$ cat src/rtl/core/ipud_pkg.sv
`default_nettype none
package ipud_pkg;

    localparam int unsigned BLOCK_BYTES = 640;
    localparam int unsigned BLK_W       = 10;
    localparam int unsigned HDR_W       = 8;
    localparam int unsigned LEN_W       = 16;

    localparam logic [HDR_W-1:0] HEADER_SKIP   = 8'd12;
    localparam logic [BLK_W-1:0] BLOCK_LAST_POS = BLK_W'(BLOCK_BYTES - 1);

    localparam logic [7:0] MARKER_BYTE  = 8'h24;
    localparam logic [7:0] CHANNEL_BYTE = 8'h00;

    localparam logic [14:0] ULAW_BIAS = 15'd132;
    localparam logic [15:0] ULAW_CLIP = 16'd32635;

    typedef struct packed {
        logic signed [15:0] pcm;
        logic [BLK_W-1:0]   pos;
        logic               last;
    } t_sample;

endpackage
`default_nettype wire

$ cat src/rtl/core/ipud_ifs.sv
`default_nettype none
interface ipud_in_if;
    logic       valid;
    logic       ready;
    logic       action;
    logic [7:0] rx_byte;

    modport source (output valid, output action, output rx_byte, input ready);
    modport sink (input valid, input action, input rx_byte, output ready);
endinterface

interface ipud_out_if;
    logic                      valid;
    logic                      ready;
    logic [7:0]                ulaw_byte;
    logic [ipud_pkg::BLK_W-1:0] block_position;
    logic                      block_last;

    modport source (output valid, output ulaw_byte, output block_position,
                    output block_last, input ready);
    modport sink (input valid, input ulaw_byte, input block_position,
                  input block_last, output ready);
endinterface
`default_nettype wire

$ cat src/rtl/core/ipud_parser.sv
`default_nettype none
module ipud_parser (
    input  wire logic              i_clk,
    input  wire logic              i_rst_n,
    input  wire logic              i_valid,
    input  wire logic              i_action,
    input  wire logic [7:0]        i_rx_byte,
    output logic                   o_ready,
    output logic                   o_smp_valid,
    output ipud_pkg::t_sample      o_smp,
    input  wire logic              i_smp_take
);
    import ipud_pkg::*;

    localparam logic [2:0] PH_HUNT = 3'd0;
    localparam logic [2:0] PH_CHAN = 3'd1;
    localparam logic [2:0] PH_LENH = 3'd2;
    localparam logic [2:0] PH_LENL = 3'd3;
    localparam logic [2:0] PH_SKIP = 3'd4;
    localparam logic [2:0] PH_DATA = 3'd5;

    logic [2:0]       r_phase, n_phase;
    logic [LEN_W-1:0] r_rem, n_rem;
    logic [HDR_W-1:0] r_skip, n_skip;
    logic [7:0]       r_low, n_low;
    logic             r_have, n_have;
    logic [BLK_W-1:0] r_blk, n_blk;
    logic             r_smp_vld, n_smp_vld;
    t_sample          r_smp, n_smp;

    logic             accept;
    logic             emit;
    logic [LEN_W-1:0] len;
    logic [LEN_W-1:0] rem_dec;
    logic [HDR_W-1:0] skip_dec;
    logic             blk_last;

    assign o_ready     = !r_smp_vld || i_smp_take;
    assign accept      = i_valid && o_ready;
    assign o_smp_valid = r_smp_vld;
    assign o_smp       = r_smp;

    assign len      = {r_rem[15:8], i_rx_byte};
    assign rem_dec  = (r_rem != '0) ? r_rem - 1'b1 : r_rem;
    assign skip_dec = (r_skip != '0) ? r_skip - 1'b1 : r_skip;
    assign blk_last = (r_blk >= BLOCK_LAST_POS);

    always_comb begin
        n_phase = r_phase;
        n_rem   = r_rem;
        n_skip  = r_skip;
        n_low   = r_low;
        n_have  = r_have;
        emit    = 1'b0;
        if (i_action) begin
            n_phase = PH_HUNT;
            n_rem   = '0;
            n_skip  = '0;
            n_low   = '0;
            n_have  = 1'b0;
        end else begin
            case (r_phase)
                PH_CHAN: begin
                    n_phase = (i_rx_byte == CHANNEL_BYTE) ? PH_LENH : PH_HUNT;
                end
                PH_LENH: begin
                    n_rem   = {i_rx_byte, 8'h00};
                    n_phase = PH_LENL;
                end
                PH_LENL: begin
                    n_rem  = (len >= LEN_W'(HEADER_SKIP)) ? len - LEN_W'(HEADER_SKIP) : '0;
                    n_skip = HEADER_SKIP;
                    if (HEADER_SKIP != '0) begin
                        n_phase = PH_SKIP;
                    end else begin
                        n_phase = (n_rem != '0) ? PH_DATA : PH_HUNT;
                        n_have  = 1'b0;
                    end
                end
                PH_SKIP: begin
                    n_skip = skip_dec;
                    if (skip_dec == '0) begin
                        n_phase = (r_rem != '0) ? PH_DATA : PH_HUNT;
                        n_have  = 1'b0;
                    end
                end
                PH_DATA: begin
                    if (!r_have) begin
                        n_low  = i_rx_byte;
                        n_have = 1'b1;
                    end else begin
                        emit   = 1'b1;
                        n_have = 1'b0;
                    end
                    n_rem = rem_dec;
                    if (rem_dec == '0) begin
                        n_phase = PH_HUNT;
                        n_have  = 1'b0;
                    end
                end
                default: begin
                    n_phase = (i_rx_byte == MARKER_BYTE) ? PH_CHAN : PH_HUNT;
                end
            endcase
        end
    end

    always_comb begin
        n_blk     = r_blk;
        n_smp     = r_smp;
        n_smp_vld = r_smp_vld && !i_smp_take;
        if (accept && emit) begin
            n_smp.pcm  = {i_rx_byte, r_low};
            n_smp.pos  = r_blk;
            n_smp.last = blk_last;
            n_smp_vld  = 1'b1;
            n_blk      = blk_last ? '0 : r_blk + 1'b1;
        end
    end

    always_ff @(posedge i_clk) begin
        if (!i_rst_n) begin
            r_phase   <= PH_HUNT;
            r_rem     <= '0;
            r_skip    <= '0;
            r_low     <= '0;
            r_have    <= 1'b0;
            r_blk     <= '0;
            r_smp_vld <= 1'b0;
        end else begin
            if (accept) begin
                r_phase <= n_phase;
                r_rem   <= n_rem;
                r_skip  <= n_skip;
                r_low   <= n_low;
                r_have  <= n_have;
            end
            r_blk     <= n_blk;
            r_smp_vld <= n_smp_vld;
        end
    end

    always_ff @(posedge i_clk) begin
        r_smp <= n_smp;
    end

endmodule
`default_nettype wire

$ cat src/rtl/core/ipud_encoder.sv
`default_nettype none
module ipud_encoder (
    input  wire logic signed [15:0] i_pcm,
    output logic [7:0]              o_code
);
    import ipud_pkg::*;

    logic [15:0] mag;
    logic [15:0] mag_clip;
    logic [14:0] v;
    logic [2:0]  seg;
    logic [14:0] shifted;
    logic [7:0]  code;
    logic [7:0]  mask;

    always_comb begin
        if (i_pcm[15]) begin
            mag  = 16'(-i_pcm);
            mask = 8'h7F;
        end else begin
            mag  = i_pcm;
            mask = 8'hFF;
        end
        mag_clip = (mag > ULAW_CLIP) ? ULAW_CLIP : mag;
        v        = mag_clip[14:0] + ULAW_BIAS;
        seg      = 3'd0;
        for (int k = 1; k < 8; k++) begin
            if (v[7+k]) begin
                seg = 3'(k);
            end
        end
        shifted = v >> (4'(seg) + 4'd3);
        code    = {1'b0, seg, shifted[3:0]};
        o_code  = code ^ mask;
    end

endmodule
`default_nettype wire

$ cat src/rtl/core/interleaved_pcm_to_ulaw_deframer_core.sv
// A completed sample is registered in the parser, then encoded into the output register.
// Throughput: one byte per cycle, sustained while the result side takes one per cycle.
// The parse and block-count registers set the pace; the encoder sits between two registers.
// Reset (synchronous, active low) returns the parser to hunting and clears the block count.
// A restart transaction clears the parser but keeps the block count.
`default_nettype none
module interleaved_pcm_to_ulaw_deframer_core (
    input  wire logic  i_clk,
    input  wire logic  i_rst_n,
    ipud_in_if.sink    i_item,
    ipud_out_if.source o_result
);
    import ipud_pkg::*;

    logic    smp_valid;
    logic    smp_take;
    t_sample smp;
    logic [7:0] code;

    logic             r_out_vld;
    logic [7:0]       r_ulaw;
    logic [BLK_W-1:0] r_pos;
    logic             r_last;

    assign smp_take = smp_valid && (!r_out_vld || o_result.ready);

    ipud_parser u_parser (
        .i_clk       (i_clk),
        .i_rst_n     (i_rst_n),
        .i_valid     (i_item.valid),
        .i_action    (i_item.action),
        .i_rx_byte   (i_item.rx_byte),
        .o_ready     (i_item.ready),
        .o_smp_valid (smp_valid),
        .o_smp       (smp),
        .i_smp_take  (smp_take)
    );

    ipud_encoder u_encoder (
        .i_pcm  (smp.pcm),
        .o_code (code)
    );

    always_ff @(posedge i_clk) begin
        if (!i_rst_n) begin
            r_out_vld <= 1'b0;
        end else if (smp_take) begin
            r_out_vld <= 1'b1;
        end else if (o_result.ready) begin
            r_out_vld <= 1'b0;
        end
    end

    always_ff @(posedge i_clk) begin
        if (smp_take) begin
            r_ulaw <= code;
            r_pos  <= smp.pos;
            r_last <= smp.last;
        end
    end

    assign o_result.valid          = r_out_vld;
    assign o_result.ulaw_byte      = r_ulaw;
    assign o_result.block_position = r_pos;
    assign o_result.block_last     = r_last;

endmodule
`default_nettype wire

$ cat src/flat_wrapper.sv
// flat-port wrapper written by rule: the top's interface ports become plain ports
module interleaved_pcm_to_ulaw_deframer_core_flat import ipud_pkg::*;
  (i_clk, i_rst_n, i_item_valid, i_item_action, i_item_rx_byte, i_item_ready, o_result_valid, o_result_ulaw_byte, o_result_block_position, o_result_block_last, o_result_ready);
  ipud_in_if i_item_i ();
  ipud_out_if o_result_i ();
  input  wire logic i_clk;
  input  wire logic i_rst_n;
  input wire logic [$bits(i_item_i.valid)-1:0] i_item_valid;
  input wire logic [$bits(i_item_i.action)-1:0] i_item_action;
  input wire logic [$bits(i_item_i.rx_byte)-1:0] i_item_rx_byte;
  output wire logic [$bits(i_item_i.ready)-1:0] i_item_ready;
  output wire logic [$bits(o_result_i.valid)-1:0] o_result_valid;
  output wire logic [$bits(o_result_i.ulaw_byte)-1:0] o_result_ulaw_byte;
  output wire logic [$bits(o_result_i.block_position)-1:0] o_result_block_position;
  output wire logic [$bits(o_result_i.block_last)-1:0] o_result_block_last;
  input wire logic [$bits(o_result_i.ready)-1:0] o_result_ready;
  assign i_item_i.valid = i_item_valid;
  assign i_item_i.action = i_item_action;
  assign i_item_i.rx_byte = i_item_rx_byte;
  assign i_item_ready = i_item_i.ready;
  assign o_result_valid = o_result_i.valid;
  assign o_result_ulaw_byte = o_result_i.ulaw_byte;
  assign o_result_block_position = o_result_i.block_position;
  assign o_result_block_last = o_result_i.block_last;
  assign o_result_i.ready = o_result_ready;
  interleaved_pcm_to_ulaw_deframer_core u_core (.i_clk(i_clk), .i_rst_n(i_rst_n), .i_item(i_item_i), .o_result(o_result_i));
endmodule
$ cat config.mk
export PLATFORM = sky130hd
export DESIGN_NAME = interleaved_pcm_to_ulaw_deframer_core_flat
export DESIGN_NICKNAME = d
export VERILOG_FILES = /design/src/rtl/core/ipud_pkg.sv /design/src/rtl/core/ipud_ifs.sv /design/src/rtl/core/ipud_parser.sv /design/src/rtl/core/ipud_encoder.sv /design/src/rtl/core/interleaved_pcm_to_ulaw_deframer_core.sv /design/src/flat_wrapper.sv
export SDC_FILE = /design/constraint.sdc
export NUM_CORES = 1
export LEC_CHECK = 0
export BUFFER_PORTS_ARGS = -buffer_cell sky130_fd_sc_hd__buf_2
export CAP_MARGIN = 40
export CORE_UTILIZATION = 69
export CTS_BUF_LIST = sky130_fd_sc_hd__clkbuf_4 sky130_fd_sc_hd__clkbuf_8
export DETAILED_ROUTE_END_ITERATION = 8
export PLACE_DENSITY = 0.92
export SYNTH_ARGS = -nofsm -noshare
export SYNTH_HDL_FRONTEND = slang
export SYNTH_SLANG_ARGS = --single-unit
$ cat constraint.sdc
create_clock -name i_clk -period 12.2 [get_ports i_clk]
set_input_delay 1.22 -clock i_clk [delete_from_list [all_inputs] [get_ports i_clk]]
set_output_delay 1.22 -clock i_clk [all_outputs]
set_load 0.02 [all_outputs]
==> flow_summary.toml <==
[setup_path]
startpoint_type = "flop"
crit_slowest_cell = "or4_1"
reg2reg_from = "u_core.u_parser.o_smp[14]$_DFFE_PP_"
path_max_fanout = 11
critPathMaxStageDelay_ps = 730
reg2reg_slack_ps = 6640
r2r_cells = 17
cp_num_buf_inv = 1
cp-end-kind = "flop"
cp.required_ps = 12310
crit_family = "compound AO/OA/AOI/OAI gates"
critPathKind = "reg2reg"
path_cells = "or4_1 -> o41ai_4 -> xnor2_1 -> and4_4 -> o211ai_2 -> nand2_1 -> a21oi_1 -> ha_1 -> inv_1 -> a211oi_1 -> o31ai_1 -> nand4_1 -> a311o_1 -> a211oi_4 -> mux2_1 -> mux2i_1 -> a211oi_2"
r2r-end = "u_core.o_result.ulaw_byte[2]$_DFFE_PP_"
arrival_ps = 5680
cp.depth = 17

[pwr]
vdd_ir_drop_max_uv = 71.9
power_density_nw_per_um2 = 92.0
p_leak_nw = 2.20
p_clk_frac = 0.359
power_frac_seq = 0.557
p_sw_uw = 145
p_comb_frac = 0.084
p_int_uw = 449
switching_share = 0.244

[timing]
period_needed_ps = 5560
worst_pin_slew_ps = 788
skew_ps = 12.6
finalMaxSlewViolations = 0
relSlewSlack = 0.470
hold_viol_final = 0
setup_viol_count_final = 0
fin_tns_setup_ps = 0
period_share = 0.456
max_freq_mhz = 180
rsz0062_at_grt = "false"

[synth]
async_reset_ff_frac = 0
yosys-top-cells-count = "nor2_1, dfxtp_1, edfxtp_1"
seq_area_frac_synth = 0.388
synth_most_common_cell = "nor2_1"
synth_top_area_share = 0.229
syn_area_sq_um = 6030
ys_types = 79
ys_warn_count = 0
synth_top_flop_cell = "dfxtp_1"
synth_edf_count = 46
ys_seq_elements = 94
syn_nets = 695
synth_top_cell_by_area = "edfxtp_1"
synth_cells = 672
yosys-top-cells-area = "edfxtp_1, dfxtp_1, nor2b_1"
synth_area_per_cell_sq_um = 8.97

[global_route]
grt_usage = 0.327
grt_overflow_total = 0
grt_pass1_vias = 5095
grt_start_max_net_pins = 40
antenna_found_initial = 0
grt_pass1_wl_um = 23300

[cts]
clk_pin_slew_ps = 100
htreeDepth = 3
post_cts_resized = 0
clock_latency_ps = 360
cts_tree = "yes"
clk_path_buf_depth = 2
holdBufCountCts = 0
cts_buffers = 9
cts-root-buf = "clkbuf_8"
cts_setup_buffers = 0
cts.sinks = 94

[hold_path]
hold_depth = 0
holdCritStartpoint = "u_core.u_parser.o_smp[6]$_DFFE_PP_"
hold_class = "reg2reg"
min_to = "u_core.o_result.block_position[5]$_DFFE_PP_"

[drt]
via_count = 5398
drc = 0
viasPerCell = 6.78
post_drt_wl_per_cell_um = 17.9
wirelength_um = 14300
drt_iter0_drc = 371
drt-pass1-iter-count = 5
antenna_left = 0

[floorplanning]
start_util = 0.723
num_io_pins = 34
die_area_sq_um = 9120
num_rows = 33
die_w_um = 95.5
fp.dieH_um = 95.5
fp.coreArea_sq_um = 8340

[placed_design]
port_buffers = 33
place_hpwl_um = 10200
dp_cells = 780
place.gp.congestion = 0.953

[final_layout]
area_growth_pct = 7.12
fin_util = 0.775
diodes = 0
nets = 709
drive_gt1_frac = 0.116
stdcell_count = 796

[run]
max_cap_viol_count = 0

[status]
status = "completed"
## kinds of logic after synthesis
group,share of synthesized area
flip-flops,0.388
multiplexers,0.0195
XOR/XNOR,0.0595
AO/OA/AOI/OAI,0.231
AND/OR/NAND/NOR,0.240
buffers and inverters,0.0417
adder cells (fa/ha/maj),0.0207
## metrics by stage
stage               setup WS (ps)  instance area (sq um)  hold slack (ps)  power [mW]
floorplan                    7230                   6030              400       0.374
global placement             6920                   6190              402       0.384
detailed placement           6760                   6250              407       0.386
CTS                          6760                   6460              431       0.597
global route                 6320                   6460              434       0.616
finish                       6640                   6460              431       0.594
## power groups by stage
stage	Combinational [mW]	Clock, mW	Sequential, mW
3_3_place_gp	0.0460	0	0.338
2_1_floorplan	0.0372	0	0.337
5_1_grt	0.0543	0.231	0.331
6_report	0.0499	0.214	0.331
4_1_cts	0.0489	0.217	0.331
3_5_place_dp	0.0480	0	0.338
## layer usage
metal	GRT usage	up-vias	wire length (um)
met5	0	-	0
met4	0.188	0	599
met3	0.0526	63	959
met2	0.570	240	7150
met1	0.379	2536	5550
li1	-	2559	-
## state kept, by name (all words and copies together) (netlist names), 3 cells and up
register and flops:
u_core.u_parser.r_rem 16, u_core.u_parser.r_blk 10, u_core.u_parser.r_phase 3, u_core.o_result.block_position 10, u_core.u_parser.o_smp 27, u_core.u_parser.r_skip 8
u_core.u_parser.r_low 8, u_core.o_result.ulaw_byte 8
## worst max-delay path by stage
stage                                         from                                     end  slack (ps)
2_1_floorplan  u_core.u_parser.o_smp[16]$_DFFE_PP_  u_core.o_result.ulaw_byte[2]$_DFFE_PP_        7230
3_3_place_gp   u_core.u_parser.o_smp[14]$_DFFE_PP_  u_core.o_result.ulaw_byte[2]$_DFFE_PP_        6920
3_5_place_dp   u_core.u_parser.o_smp[14]$_DFFE_PP_  u_core.o_result.ulaw_byte[2]$_DFFE_PP_        6760
4_1_cts        u_core.u_parser.o_smp[14]$_DFFE_PP_  u_core.o_result.ulaw_byte[2]$_DFFE_PP_        6760
5_1_grt        u_core.u_parser.o_smp[14]$_DFFE_PP_  u_core.o_result.ulaw_byte[2]$_DFFE_PP_        6320
6_report       u_core.u_parser.o_smp[14]$_DFFE_PP_  u_core.o_result.ulaw_byte[2]$_DFFE_PP_        6640
## layout make-up
cell class / instances / area, sq um
Clock buffer: 10 / 131
Clock inverter: 6 / 77.6
Fill cell: 564 / 1880
Inverter: 24 / 90.1
Multi-Input combinational cell: 516 / 3440
Sequential cell: 94 / 2340
Tap cell: 105 / 131
Timing Repair Buffer: 41 / 245
## cells in the final DEF (no fill, tap or decap), types with 5 or more instances in the layout
cell type  instances
nor4_1            11
dfxtp_1           48
o211ai_1          10
a22oi_1           27
o31ai_1            8
nand2_1           39
nor2b_1           43
a21oi_1           30
nand4_1           13
clkbuf_8           9
nand3_1           20
edfxtp_1          46
xnor2_1           24
a211oi_1           7
nor3_1            31
inv_1             22
buf_4              5
o21ai_0           28
and2_1             5
buf_2             33
o22ai_1            6
or3_1             10
mux2i_1            8
nor2_1            56
nand2b_1           6
ha_1              10
xor2_1            17
nor3b_1            5
(Power assumes the default switching activity.)
